--- config.mk ---
export PLATFORM = sky130hd
export DESIGN_NAME = nmea_gga_fixed_offset_parser
export DESIGN_NICKNAME = d
export VERILOG_FILES = /design/src/sv/ngga_pkg.sv /design/src/sv/ngga_classify.sv /design/src/sv/ngga_out_reg.sv /design/src/sv/nmea_gga_fixed_offset_parser.sv
export SDC_FILE = /design/constraint.sdc
export NUM_CORES = 1
export LEC_CHECK = 0
export ABC_AREA = 1
export BUFFER_PORTS_ARGS = -buffer_cell sky130_fd_sc_hd__buf_4
export CORE_ASPECT_RATIO = 0.5
export CORE_MARGIN = 5
export CORE_UTILIZATION = 50
export DETAILED_ROUTE_END_ITERATION = 6
export GPL_TIMING_DRIVEN = 0
export PLACE_DENSITY = 0.68
export SETUP_SLACK_MARGIN = 0.05
export SLEW_MARGIN = 5
export SYNTH_ARGS = -nofsm -noshare
export SYNTH_HDL_FRONTEND = slang
export SYNTH_SLANG_ARGS = --single-unit
--- constraint.sdc ---
create_clock -name aclk -period 3.05 [get_ports aclk]
set_input_delay 0.1525 -clock aclk [delete_from_list [all_inputs] [get_ports aclk]]
set_output_delay 0.1525 -clock aclk [all_outputs]
set_load 0.005 [all_outputs]
--- src/sv/ngga_pkg.sv ---
`default_nettype none

package ngga_pkg;

    localparam logic [7:0] CH_DOLLAR = 8'h24;
    localparam logic [7:0] CH_G      = 8'h47;
    localparam logic [7:0] CH_A      = 8'h41;
    localparam logic [7:0] CH_ZERO   = 8'h30;

    localparam logic [5:0] POS_MAX   = 6'd63;
    localparam logic [5:0] POS_HDR_G0 = 6'd3;
    localparam logic [5:0] POS_HDR_G1 = 6'd4;
    localparam logic [5:0] POS_HDR_A  = 6'd5;
    localparam logic [5:0] LAT_FIRST = 6'd18;
    localparam logic [5:0] LAT_LAST  = 6'd26;
    localparam logic [5:0] LAT_DIR   = 6'd28;
    localparam logic [5:0] LON_FIRST = 6'd30;
    localparam logic [5:0] LON_LAST  = 6'd39;
    localparam logic [5:0] LON_DIR   = 6'd41;
    localparam logic [5:0] SAT_TENS  = 6'd45;
    localparam logic [5:0] SAT_UNITS = 6'd46;

    localparam logic [2:0] FC_NONE      = 3'd0;
    localparam logic [2:0] FC_LAT_DIGIT = 3'd1;
    localparam logic [2:0] FC_LAT_DIR   = 3'd2;
    localparam logic [2:0] FC_LON_DIGIT = 3'd3;
    localparam logic [2:0] FC_LON_DIR   = 3'd4;
    localparam logic [2:0] FC_SAT_TENS  = 3'd5;
    localparam logic [2:0] FC_SAT_UNITS = 3'd6;

    typedef struct packed {
        logic [5:0] position;
        logic       locked;
        logic [7:0] sat_count;
        logic       fix_valid;
    } parse_state_t;

    typedef struct packed {
        logic [2:0] field_code;
        logic [3:0] char_index;
        logic [7:0] char_value;
        logic [7:0] satellite_count;
        logic       fix_valid;
        logic       in_sentence;
    } parse_result_t;

endpackage

`default_nettype wire

--- src/sv/ngga_classify.sv ---
`default_nettype none

// Works out the parser's next state and the result record for one byte.
module ngga_classify (
    input  wire logic [7:0]            rx_byte,
    input  wire logic                  byte_error,
    input  wire ngga_pkg::parse_state_t cur_state,
    output ngga_pkg::parse_state_t     next_state,
    output ngga_pkg::parse_result_t    result
);

    logic [5:0] pos;
    logic       locked;
    logic       active;
    logic [7:0] digit;
    logic [2:0] code;
    logic [3:0] idx;
    logic [7:0] sat;
    logic       fix;

    assign digit = rx_byte - ngga_pkg::CH_ZERO;

    always_comb begin
        pos    = cur_state.position;
        locked = cur_state.locked;
        sat    = cur_state.sat_count;
        fix    = cur_state.fix_valid;
        active = 1'b0;
        code   = ngga_pkg::FC_NONE;
        idx    = 4'd0;

        if (!byte_error) begin
            if (rx_byte == ngga_pkg::CH_DOLLAR) begin
                locked = 1'b1;
                pos    = 6'd0;
                active = 1'b1;
            end else if (locked) begin
                active = 1'b1;
                if (pos != ngga_pkg::POS_MAX) begin
                    pos = pos + 6'd1;
                end
            end

            if (active) begin
                if (((pos == ngga_pkg::POS_HDR_G0 || pos == ngga_pkg::POS_HDR_G1) &&
                     rx_byte != ngga_pkg::CH_G) ||
                    (pos == ngga_pkg::POS_HDR_A && rx_byte != ngga_pkg::CH_A)) begin
                    locked = 1'b0;
                end else if (pos >= ngga_pkg::LAT_FIRST && pos <= ngga_pkg::LAT_LAST) begin
                    code = ngga_pkg::FC_LAT_DIGIT;
                    idx  = 4'(pos - ngga_pkg::LAT_FIRST);
                end else if (pos == ngga_pkg::LAT_DIR) begin
                    code = ngga_pkg::FC_LAT_DIR;
                end else if (pos >= ngga_pkg::LON_FIRST && pos <= ngga_pkg::LON_LAST) begin
                    code = ngga_pkg::FC_LON_DIGIT;
                    idx  = 4'(pos - ngga_pkg::LON_FIRST);
                end else if (pos == ngga_pkg::LON_DIR) begin
                    code = ngga_pkg::FC_LON_DIR;
                end else if (pos == ngga_pkg::SAT_TENS) begin
                    code = ngga_pkg::FC_SAT_TENS;
                    // Times ten as two shifted copies.
                    sat  = {digit[4:0], 3'b000} + {digit[6:0], 1'b0};
                end else if (pos == ngga_pkg::SAT_UNITS) begin
                    code = ngga_pkg::FC_SAT_UNITS;
                    sat  = sat + digit;
                    fix  = 1'b1;
                end
            end
        end
    end

    assign next_state.position  = pos;
    assign next_state.locked    = locked;
    assign next_state.sat_count = sat;
    assign next_state.fix_valid = fix;

    assign result.field_code      = code;
    assign result.char_index      = idx;
    assign result.char_value      = rx_byte;
    assign result.satellite_count = sat;
    assign result.fix_valid       = fix;
    assign result.in_sentence     = locked;

endmodule

`default_nettype wire

--- src/sv/ngga_out_reg.sv ---
`default_nettype none

// Result register. It refills in the same cycle in which its content is taken.
module ngga_out_reg (
    input  wire logic                   aclk,
    input  wire logic                   aresetn,
    input  wire logic                   load,
    input  wire ngga_pkg::parse_result_t load_data,
    input  wire logic                   take,
    output logic                        out_valid,
    output ngga_pkg::parse_result_t     out_data
);

    logic                    valid_reg;
    logic                    valid_next;
    ngga_pkg::parse_result_t data_reg;

    always_comb begin
        valid_next = valid_reg;
        if (take) begin
            valid_next = 1'b0;
        end
        if (load) begin
            valid_next = 1'b1;
        end
    end

    always_ff @(posedge aclk) begin
        if (!aresetn) begin
            valid_reg <= 1'b0;
        end else begin
            valid_reg <= valid_next;
        end
    end

    always_ff @(posedge aclk) begin
        if (load) begin
            data_reg <= load_data;
        end
    end

    assign out_valid = valid_reg;
    assign out_data  = data_reg;

endmodule

`default_nettype wire

--- src/sv/nmea_gga_fixed_offset_parser.sv ---
`default_nettype none

// NMEA GGA parser with fixed character offsets. Each stream transfer on the
// slave side carries one received serial byte with its overrun and framing
// error flags, and each such transfer yields exactly one result transfer on
// the master side, from the result register. A byte is taken in every
// cycle while the result register is empty or being emptied, so the block
// sustains one byte per clock; the only storage on the path is the result
// register. A new byte enters in the same cycle in which the previous result
// leaves, but not while that result is held back by the master side.
// A '$' starts a sentence; 'G','G','A' must follow at positions 3 to 5. The
// result names the captured field (latitude or longitude digit with its
// index, direction letters, satellite digits) and carries the running
// satellite count, the sticky fix-valid flag and the sentence lock.
module nmea_gga_fixed_offset_parser (
    input  wire logic        aclk,
    input  wire logic        aresetn,
    input  wire logic        s_axis_tvalid,
    output logic             s_axis_tready,
    input  wire logic [7:0]  s_axis_tdata,  // [7:0] rx_byte
    input  wire logic [1:0]  s_axis_tuser,  // [0] overrun_error, [1] framing_error
    output logic             m_axis_tvalid,
    input  wire logic        m_axis_tready,
    // [3:0] char_index, [11:4] char_value, [19:12] satellite_count,
    // [20] fix_valid, [21] in_sentence, [23:22] zero
    output logic [23:0]      m_axis_tdata,
    output logic [2:0]       m_axis_tuser   // [2:0] field_code
);

    // Parser state: position within the sentence, lock, satellite count and
    // the fix flag. It advances on every accepted slave transfer.
    ngga_pkg::parse_state_t  state_reg;
    ngga_pkg::parse_state_t  state_next;
    ngga_pkg::parse_result_t result;
    ngga_pkg::parse_result_t out_data;
    logic                    in_xfer;
    logic                    out_xfer;

    // The result register can take a new value when it is empty or when its
    // value leaves in this same cycle.
    assign s_axis_tready = !m_axis_tvalid || m_axis_tready;
    assign in_xfer       = s_axis_tvalid && s_axis_tready;
    assign out_xfer      = m_axis_tvalid && m_axis_tready;

    ngga_classify u_classify (
        .rx_byte    (s_axis_tdata),
        .byte_error (s_axis_tuser[0] || s_axis_tuser[1]),
        .cur_state  (state_reg),
        .next_state (state_next),
        .result     (result)
    );

    always_ff @(posedge aclk) begin
        if (!aresetn) begin
            state_reg <= '0;
        end else if (in_xfer) begin
            state_reg <= state_next;
        end
    end

    ngga_out_reg u_out_reg (
        .aclk      (aclk),
        .aresetn   (aresetn),
        .load      (in_xfer),
        .load_data (result),
        .take      (out_xfer),
        .out_valid (m_axis_tvalid),
        .out_data  (out_data)
    );

    // Pack the result fields, highest field first.
    assign m_axis_tdata = {2'b00, out_data.in_sentence, out_data.fix_valid,
                           out_data.satellite_count, out_data.char_value,
                           out_data.char_index};
    assign m_axis_tuser = out_data.field_code;

endmodule

`default_nettype wire

==> summary.txt, run 1 <==
Logic synthesis
  – Cells after Synth: 403
  – Yosys cell types: 40
  – Top FF cell, synth: edfxtp_1
  – Post-synth top area cell: edfxtp_1
  – Top cells by count, synth: nand2_1, nand3_1, inv_1
  – Share of the synthesized area in the top cell type: 23.3%
  – Area contributors post-synth: edfxtp_1, nand2_1, dfxtp_1, nand3_1, ha_1
  – Number of synthesized flops with an enable pin: 25
  – Post-Syn Area: 3230 um2
  – Mean Syn Cell Area: 8.00 um2
  – Post-synthesis sequential area ratio: 33.8%
  – Most frequent cell after synthesis: nand2_1
  – FF+latch count, synth: 42
  – Synthesis Warnings: 0
  – Async SR Flop Fraction: 0%

Global routing
  – Largest net degree at the start of global routing: 35
  – Initial antenna violation count: 0
  – Routing usage on met1: 26.6%
  – Gr busiest metal: met2
  – Number of global-route vias before repair: 2,709
  – First-pass GRT wire length: 12.6 mm
  – Gr usage total: 19.4%
  – M2 GR Usage: 31.5%
  – Residual overflow from global routing: 0
  – Met3 usage: 4.24%

Routing
  – Routed Antenna Nets: 0
  – Vias/cell: 5.10
  – Vias: 2,752
  – DR pass1 iterations: 5
  – Routed len/inst: 13.7 um
  – WL final: 7.38 mm
  – Initial DRC Count: 199
  – Drc violations: 0

Finish
  – Largest register FFs: 25
  – Share of cells above drive strength 1: 22.3%
  – Fillcell total: 558
  – Nets@finish: 485
  – Final Cell Area: 3780 um2
  – # diodes: 0
  – Area Growth Syn to Fin: 17.1%

Power and ir drop
  – Power Dens Cells: 394 nW/um2
  – Sequential fraction of design power: 44.3%
  – Max IR drop VDD: 0.000262 V
  – Switching power: 0.000424 W
  – Switching share of power: 28.4%
  – Lkg Pwr: 1.89 nW
  – Clock power share: 34.9%
  – Combinational Power Share: 20.8%
  – Internal power: 0.00107 W

Worst setup path
  – Crit path capture type: flop
  – Worst R2R Setup Slack: 0.33 ns
  – Slowest CP cell: dfxtp_1
  – CP startpoint: state_reg[10]
  – Worst reg2reg path startpoint: state_reg[10]
  – Critical path depth: 18
  – WS Path Type: reg -> reg
  – Setup crit end: u_out_reg.out_data[9]
  – Buf+Inv Stages, Crit Path: 3
  – Data arrival time of the critical path: 2.75 ns
  – Slowest cell delay on critical path: 0.45 ns
  – Critical path startpoint category: flop
  – Worst-path cell chain: ha_1, inv_4, nor2_4, nand2_4, nand2_1, nand2_2, nand3_4, buf_8, inv_4, ha_1, nand2_1, nand3_1, nand3_2, nand2_1, nor2_1, nand3_1, nand2_1, nand2_1
  – Cell mode on critical path: nand2_1
  – R2r worst-path depth: 18
  – R2R Path End: u_out_reg.out_data[9]
  – Crit Path Max Fanout: 10
  – Req. time, crit path: 3.09 ns
  – Family with the most delay on the worst path: simple AND/OR/NAND/NOR gates

Clock tree
  – CTS buffer count: 5
  – Clock H-tree levels: 2
  – Clock-pin slew on the worst setup and hold paths: 0.06 ns
  – CTS Sinks: 42
  – PostCTS Resize Cnt: 0
  – Latest clock arrival within the worst-skew pair: 0.29 ns
  – Cts hold-fix bufs: 0
  – Max Buffers Root-to-Sink: 2
  – Root Driver: clkbuf_16
  – CTS tree: built
  – Post-CTS setup buffers: 0

STA
  – Worst Tran Pin Value: 0.533 ns
  – Final Cycle Share: 89.1%
  – Unrepaired setup endpoints after global routing: false
  – Max Fclk: 368 MHz
  – Clk_skew: 0.00673 ns
  – Final setup vio count: 0
  – Fin. Hold Viols: 0
  – Setup TNS: 0 ns
  – Fin. max-slew vios: 0
  – Final Critical Period: 2.72 ns
  – Rel. slew slack: 64.1%

Floorplan
  – I/O pin count: 43
  – Chip Height: 66.8 um
  – Core footprint: 6160 um2
  – Rows: 20
  – Die area: 8260 um2
  – Initial Utilization: 52.4%
  – Die W: 124 um

Placement
  – Number of port buffers: 40
  – Cell Area, Placed: 3640 um2
  – Placer Congestion: 0.902
  – Post-DP HPWL: 5.76 mm

Run status
  – Status: completed

Hold path
  – Min-delay worst type: in -> reg

Run
  – Max-cap viol count: 0
## power by group through the flow
| stage | logic (W) | clock network, W | registers [W] |
|---|---|---|---|
| after floorplan | 0.000207 | 0 | 0.000670 |
| after global placement | 0.000302 | 0 | 0.000671 |
| after detailed placement | 0.000309 | 0 | 0.000673 |
| final | 0.000310 | 0.000521 | 0.000660 |
| after CTS | 0.000310 | 0.000538 | 0.000661 |
| after global routing | 0.000347 | 0.000571 | 0.000664 |
## metal layers
layer	share of wire, %	vias to the layer above
met5	0	-
met4	0.69	0
met3	4.3	8
met2	46	56
met1	49	1268
li1	-	1420
## worst reg2reg max path: stages (launching register included)
cell and delay (ns):
dfxtp_1 0.45, ha_1 0.29, inv_4 0.06, nor2_4 0.15, nand2_4 0.10, nand2_1 0.11
nand2_2 0.07, nand3_4 0.07, buf_8 0.15, inv_4 0.06, ha_1 0.19, nand2_1 0.08
nand3_1 0.10, nand3_2 0.13, nand2_1 0.11, nor2_1 0.11, nand3_1 0.08, nand2_1 0.09
nand2_1 0.07
## how the worst min path moves through the flow
stage | start | endpoint | slack [ns] | cells after the start
6_report | s_axis_tdata[4] | u_out_reg.out_data[14] | 0.07 | 1
5_1_grt | s_axis_tdata[4] | u_out_reg.out_data[14] | 0.07 | 1
4_1_cts | s_axis_tdata[4] | u_out_reg.out_data[14] | 0.07 | 1
3_5_place_dp | s_axis_tdata[7] | u_out_reg.out_data[17] | 0.37 | 1
3_3_place_gp | s_axis_tdata[4] | u_out_reg.out_data[14] | 0.37 | 1
2_1_floorplan | s_axis_tdata[0] | u_out_reg.out_data[10] | 0.25 | 0
## cell families after synthesis
family | Yosys count | synth area share (%)
adders and majority gates | 20 | 8.22
xor gates and xnor gates | 14 | 3.80
AOI/OAI and AO/OA | 43 | 8.03
DFF | 42 | 33.8
buffers and inverters | 62 | 9.27
and+or+nand+nor | 221 | 36.7
other | 1 | 0.116
## metrics by stage
stage / instances / utilization (%) / setup slack [ns] / hold slack [ns] / total power (W)
2_1_floorplan: 404 / - / 0.671 / 0.251 / 0.000877
3_3_place_gp: 532 / 59.1 / 0.462 / 0.366 / 0.000973
3_5_place_dp: 532 / 59.1 / 0.381 / 0.369 / 0.000982
4_1_cts: 540 / 61.4 / 0.359 / 0.0671 / 0.00151
5_1_grt: 540 / 61.4 / 0.0758 / 0.0662 / 0.00158
6_report: 540 / 61.4 / 0.333 / 0.0717 / 0.00149
## area by class of cell
| type | count | area (um2) | share of cell area, % |
|---|---|---|---|
| Buffer | 10 | 98.8 | 2.62 |
| Clock inverter | 2 | 10.0 | 0.265 |
| Inverter | 52 | 200 | 5.30 |
| Sequential cell | 42 | 1090 | 28.9 |
| Multi-Input combinational cell | 300 | 1840 | 48.7 |
| Tap cell | 88 | 110 | 2.91 |
| Timing Repair Buffer | 40 | 300 | 7.95 |
| Clock buffer | 6 | 129 | 3.41 |
## cell usage in the layout, fill, tap and decap left out, types with 9 or more instances in the layout
cell type	instances
buf_4	45
xor2_1	9
nand3_1	46
o21ai_0	11
a21oi_1	17
inv_1	43
edfxtp_1	25
nor2_1	28
nand2_2	10
dfxtp_1	17
nand2_1	104
ha_1	18
No activity file was read; power rests on OpenSTA's default activity.
==> inputs of run 2 (changes only) <==
Settings changed: CELL_PAD_IN_SITES_DETAIL_PLACEMENT set to 2, CELL_PAD_IN_SITES_GLOBAL_PLACEMENT set to 2, CORE_UTILIZATION 50 to 34, PLACE_DENSITY 0.68 to 0.77.
==> run 2 against run 1 <==
Compared with the run above: maximum frequency down 0.45%; utilization down 20 points; via count up 6.9%; die area up 41%; critical path type unchanged; critical endpoint unchanged; largest power group unchanged; highest routed layer unchanged.
==> summary.txt, run 2 (synthesis gave the netlist of run 1 again) <==
Finish
  – # diodes: 0 (unchanged)
  – Leading cell type in the layout, fill and taps excluded: nand2_1 (unchanged)
  – Largest register FFs: 25 (unchanged)
  – Area Growth Syn to Fin: 19.5% (was 17.1%)
  – Nets@finish: 485 (unchanged)
  – Share of cells above drive strength 1: 22.6% (was 22.3%)
  – Commonest cells after routing, fill and taps aside: nand2_1, nand3_1, buf_4 (unchanged)

Routing
  – Met1 WL: 4.45 mm (was 3.62 mm)
  – WL final: 9.77 mm (was 7.38 mm)
  – Met3 WL: 228 um (was 315 um)
  – Highest routed layer: met4 (unchanged)
  – Initial DRC Count: 106 (was 199)
  – Drc violations: 0 (unchanged)
  – Routed len/inst: 17.0 um (was 13.7 um)
  – Vias/cell: 5.13 (was 5.10)
  – Vias: 2,941 (was 2,752)
  – Routed wl met2: 4.97 mm (was 3.39 mm)
  – Routed Antenna Nets: 0 (unchanged)
  – DR pass1 iterations: 4 (was 5)

Run
  – Max-cap viol count: 0 (unchanged)

Worst setup path
  – R2r worst-path depth: 18 (unchanged)
  – Worst-path cell chain: ha_1, inv_4, nor2_4, nand2_4, nand2_1, nand2_2, nand3_4, buf_8, inv_4, ha_1, nand2_1, nand3_1, nand3_2, nand2_1, nor2_1, nand3_1, nand2_1, nand2_1 (unchanged)
  – Crit path capture type: flop (unchanged)
  – R2R Path End: u_out_reg.out_data[9] (unchanged)
  – WS Path Type: reg -> reg (unchanged)
  – Slowest CP cell: dfxtp_2 (was dfxtp_1)
  – Setup crit end: u_out_reg.out_data[9] (unchanged)
  – CP startpoint: state_reg[10] (unchanged)
  – Data arrival time of the critical path: 2.78 ns (was 2.75 ns)
  – Critical path startpoint category: flop (unchanged)
  – Family with the most delay on the worst path: simple AND/OR/NAND/NOR gates (unchanged)
  – Critical path depth: 18 (unchanged)
  – Worst R2R Setup Slack: 0.32 ns (was 0.33 ns)
  – Crit Path Max Fanout: 10 (unchanged)
  – Slowest cell delay on critical path: 0.41 ns (was 0.45 ns)
  – Req. time, crit path: 3.10 ns (was 3.09 ns)
  – Cell mode on critical path: nand2_1 (unchanged)
  – Worst reg2reg path startpoint: state_reg[10] (unchanged)
  – Buf+Inv Stages, Crit Path: 3 (unchanged)

Power and ir drop
  – Clock power share: 39.6% (was 34.9%)
  – Switching power: 0.000456 W (was 0.000424 W)
  – Lkg Pwr: 1.90 nW (was 1.89 nW)
  – Sequential fraction of design power: 40.6% (was 44.3%)
  – Switching share of power: 27.9% (was 28.4%)
  – Power Dens Cells: 423 nW/um2 (was 394 nW/um2)
  – Max IR drop VDD: 0.000209 V (was 0.000262 V)
  – Combinational Power Share: 19.8% (was 20.8%)
  – Internal power: 0.00118 W (was 0.00107 W)

STA
  – Setup TNS: 0 ns (unchanged)
  – Unrepaired setup endpoints after global routing: false (unchanged)
  – Final Critical Period: 2.73 ns (was 2.72 ns)
  – Rel. slew slack: 63.6% (was 64.1%)
  – Final setup vio count: 0 (unchanged)
  – Fin. Hold Viols: 0 (unchanged)
  – Setup WS post-layout: 0.321 ns (was 0.333 ns)
  – Clk_skew: 0.00567 ns (was 0.00673 ns)
  – Max Fclk: 366 MHz (was 368 MHz)
  – Fin. max-slew vios: 0 (unchanged)
  – Worst Tran Pin Value: 0.540 ns (was 0.533 ns)
  – Final Cycle Share: 89.5% (was 89.1%)

Placement
  – Placer Congestion: 0.797 (was 0.902)
  – Number of port buffers: 40 (unchanged)
  – Setup WS pre-CTS: 0.233 ns (was 0.381 ns)
  – Post-DP HPWL: 7.77 mm (was 5.76 mm)

Global routing
  – Initial antenna violation count: 0 (unchanged)
  – Largest net degree at the start of global routing: 35 (unchanged)
  – Residual overflow from global routing: 0 (unchanged)
  – Number of global-route vias before repair: 3,241 (was 2,709)
  – Gr usage total: 17.7% (was 19.4%)
  – First-pass GRT wire length: 16.5 mm (was 12.6 mm)

Clock tree
  – Root Driver: clkbuf_16 (unchanged)
  – Clock H-tree levels: 2 (unchanged)
  – CTS tree: built (unchanged)
  – CTS Sinks: 42 (unchanged)
  – Clock-pin slew on the worst setup and hold paths: 0.06 ns (about the same)
  – Max Buffers Root-to-Sink: 2 (unchanged)
  – Cts hold-fix bufs: 0 (unchanged)
  – Latest clock arrival within the worst-skew pair: 0.29 ns (about the same)
  – CTS buffer count: 5 (unchanged)

Floorplan
  – Die W: 148 um (was 124 um)
  – Chip Height: 78.9 um (was 66.8 um)
  – Die area: 11,700 um2 (was 8260 um2)
  – Initial Utilization: 34.5% (was 52.4%)
  – Rows: 25 (was 20)
  – Core footprint: 9350 um2 (was 6160 um2)
  – I/O pin count: 43 (unchanged)

Hold path
  – Min-delay worst type: in -> reg (unchanged)

Run status
  – Status: completed (unchanged)
-- run 2: power by group through the flow --
stage	combinational (W)	sequential (W)	clock, W
3_5_place_dp	0.000325	0.000676	0
6_report	0.000323	0.000662	0.000646
3_3_place_gp	0.000309	0.000672	0
4_1_cts	0.000328	0.000664	0.000659
2_1_floorplan	0.000207	0.000670	0
5_1_grt	0.000363	0.000667	0.000695
-- run 2: repair_timing --
| item | in CTS | in global routing |
|---|---|---|
| buffers inserted | 0 | 0 |
| gates resized for setup | 0 | 1 |
| setup endpoints to repair | 0 | 2 |
| endpoints found under the hold margin | 0 | 0 |
-- run 2: area by class of cell --
cell class / count / area (um2)
Fill cell: 1088 / 5500
Multi-Input combinational cell: 300 / 1840
Sequential cell: 42 / 1090
Timing Repair Buffer: 40 / 300
Inverter: 52 / 200
Tap cell: 121 / 151
Clock buffer: 7 / 143
Buffer: 10 / 98.8
Clock inverter: 1 / 30.0
-- run 2: worst min-delay path by stage --
stage                    startpoint                      to  slack [ns]  depth (start not counted)
floorplan           s_axis_tdata[0]  u_out_reg.out_data[10]        0.25                          0
global placement    s_axis_tdata[4]  u_out_reg.out_data[14]        0.36                          1
detailed placement  s_axis_tdata[4]  u_out_reg.out_data[14]        0.37                          1
CTS                 s_axis_tdata[4]  u_out_reg.out_data[14]        0.06                          1
global route        s_axis_tdata[4]  u_out_reg.out_data[14]        0.05                          1
finish              s_axis_tdata[4]  u_out_reg.out_data[14]        0.07                          1
-- run 2: per-stage QoR --
step           power [W]  instance area (um2)  utilization, %  std cells  hold slack (ns)
5_1_grt          0.00172                 3850            41.2        573           0.0549
6_report         0.00163                 3850            41.2        573           0.0683
4_1_cts          0.00165                 3850            41.2        573           0.0613
3_5_place_dp     0.00100                 3680            39.4        565            0.367
3_3_place_gp    0.000982                 3680            39.4        565            0.362
2_1_floorplan   0.000877                 3230               -        404            0.251
-- run 2: per-layer routing --
metal	vias to the layer above	global-route usage, %
li1	1415	-
met1	1487	21.5
met2	29	33.2
met3	10	2.96
met4	0	3.81
met5	-	0
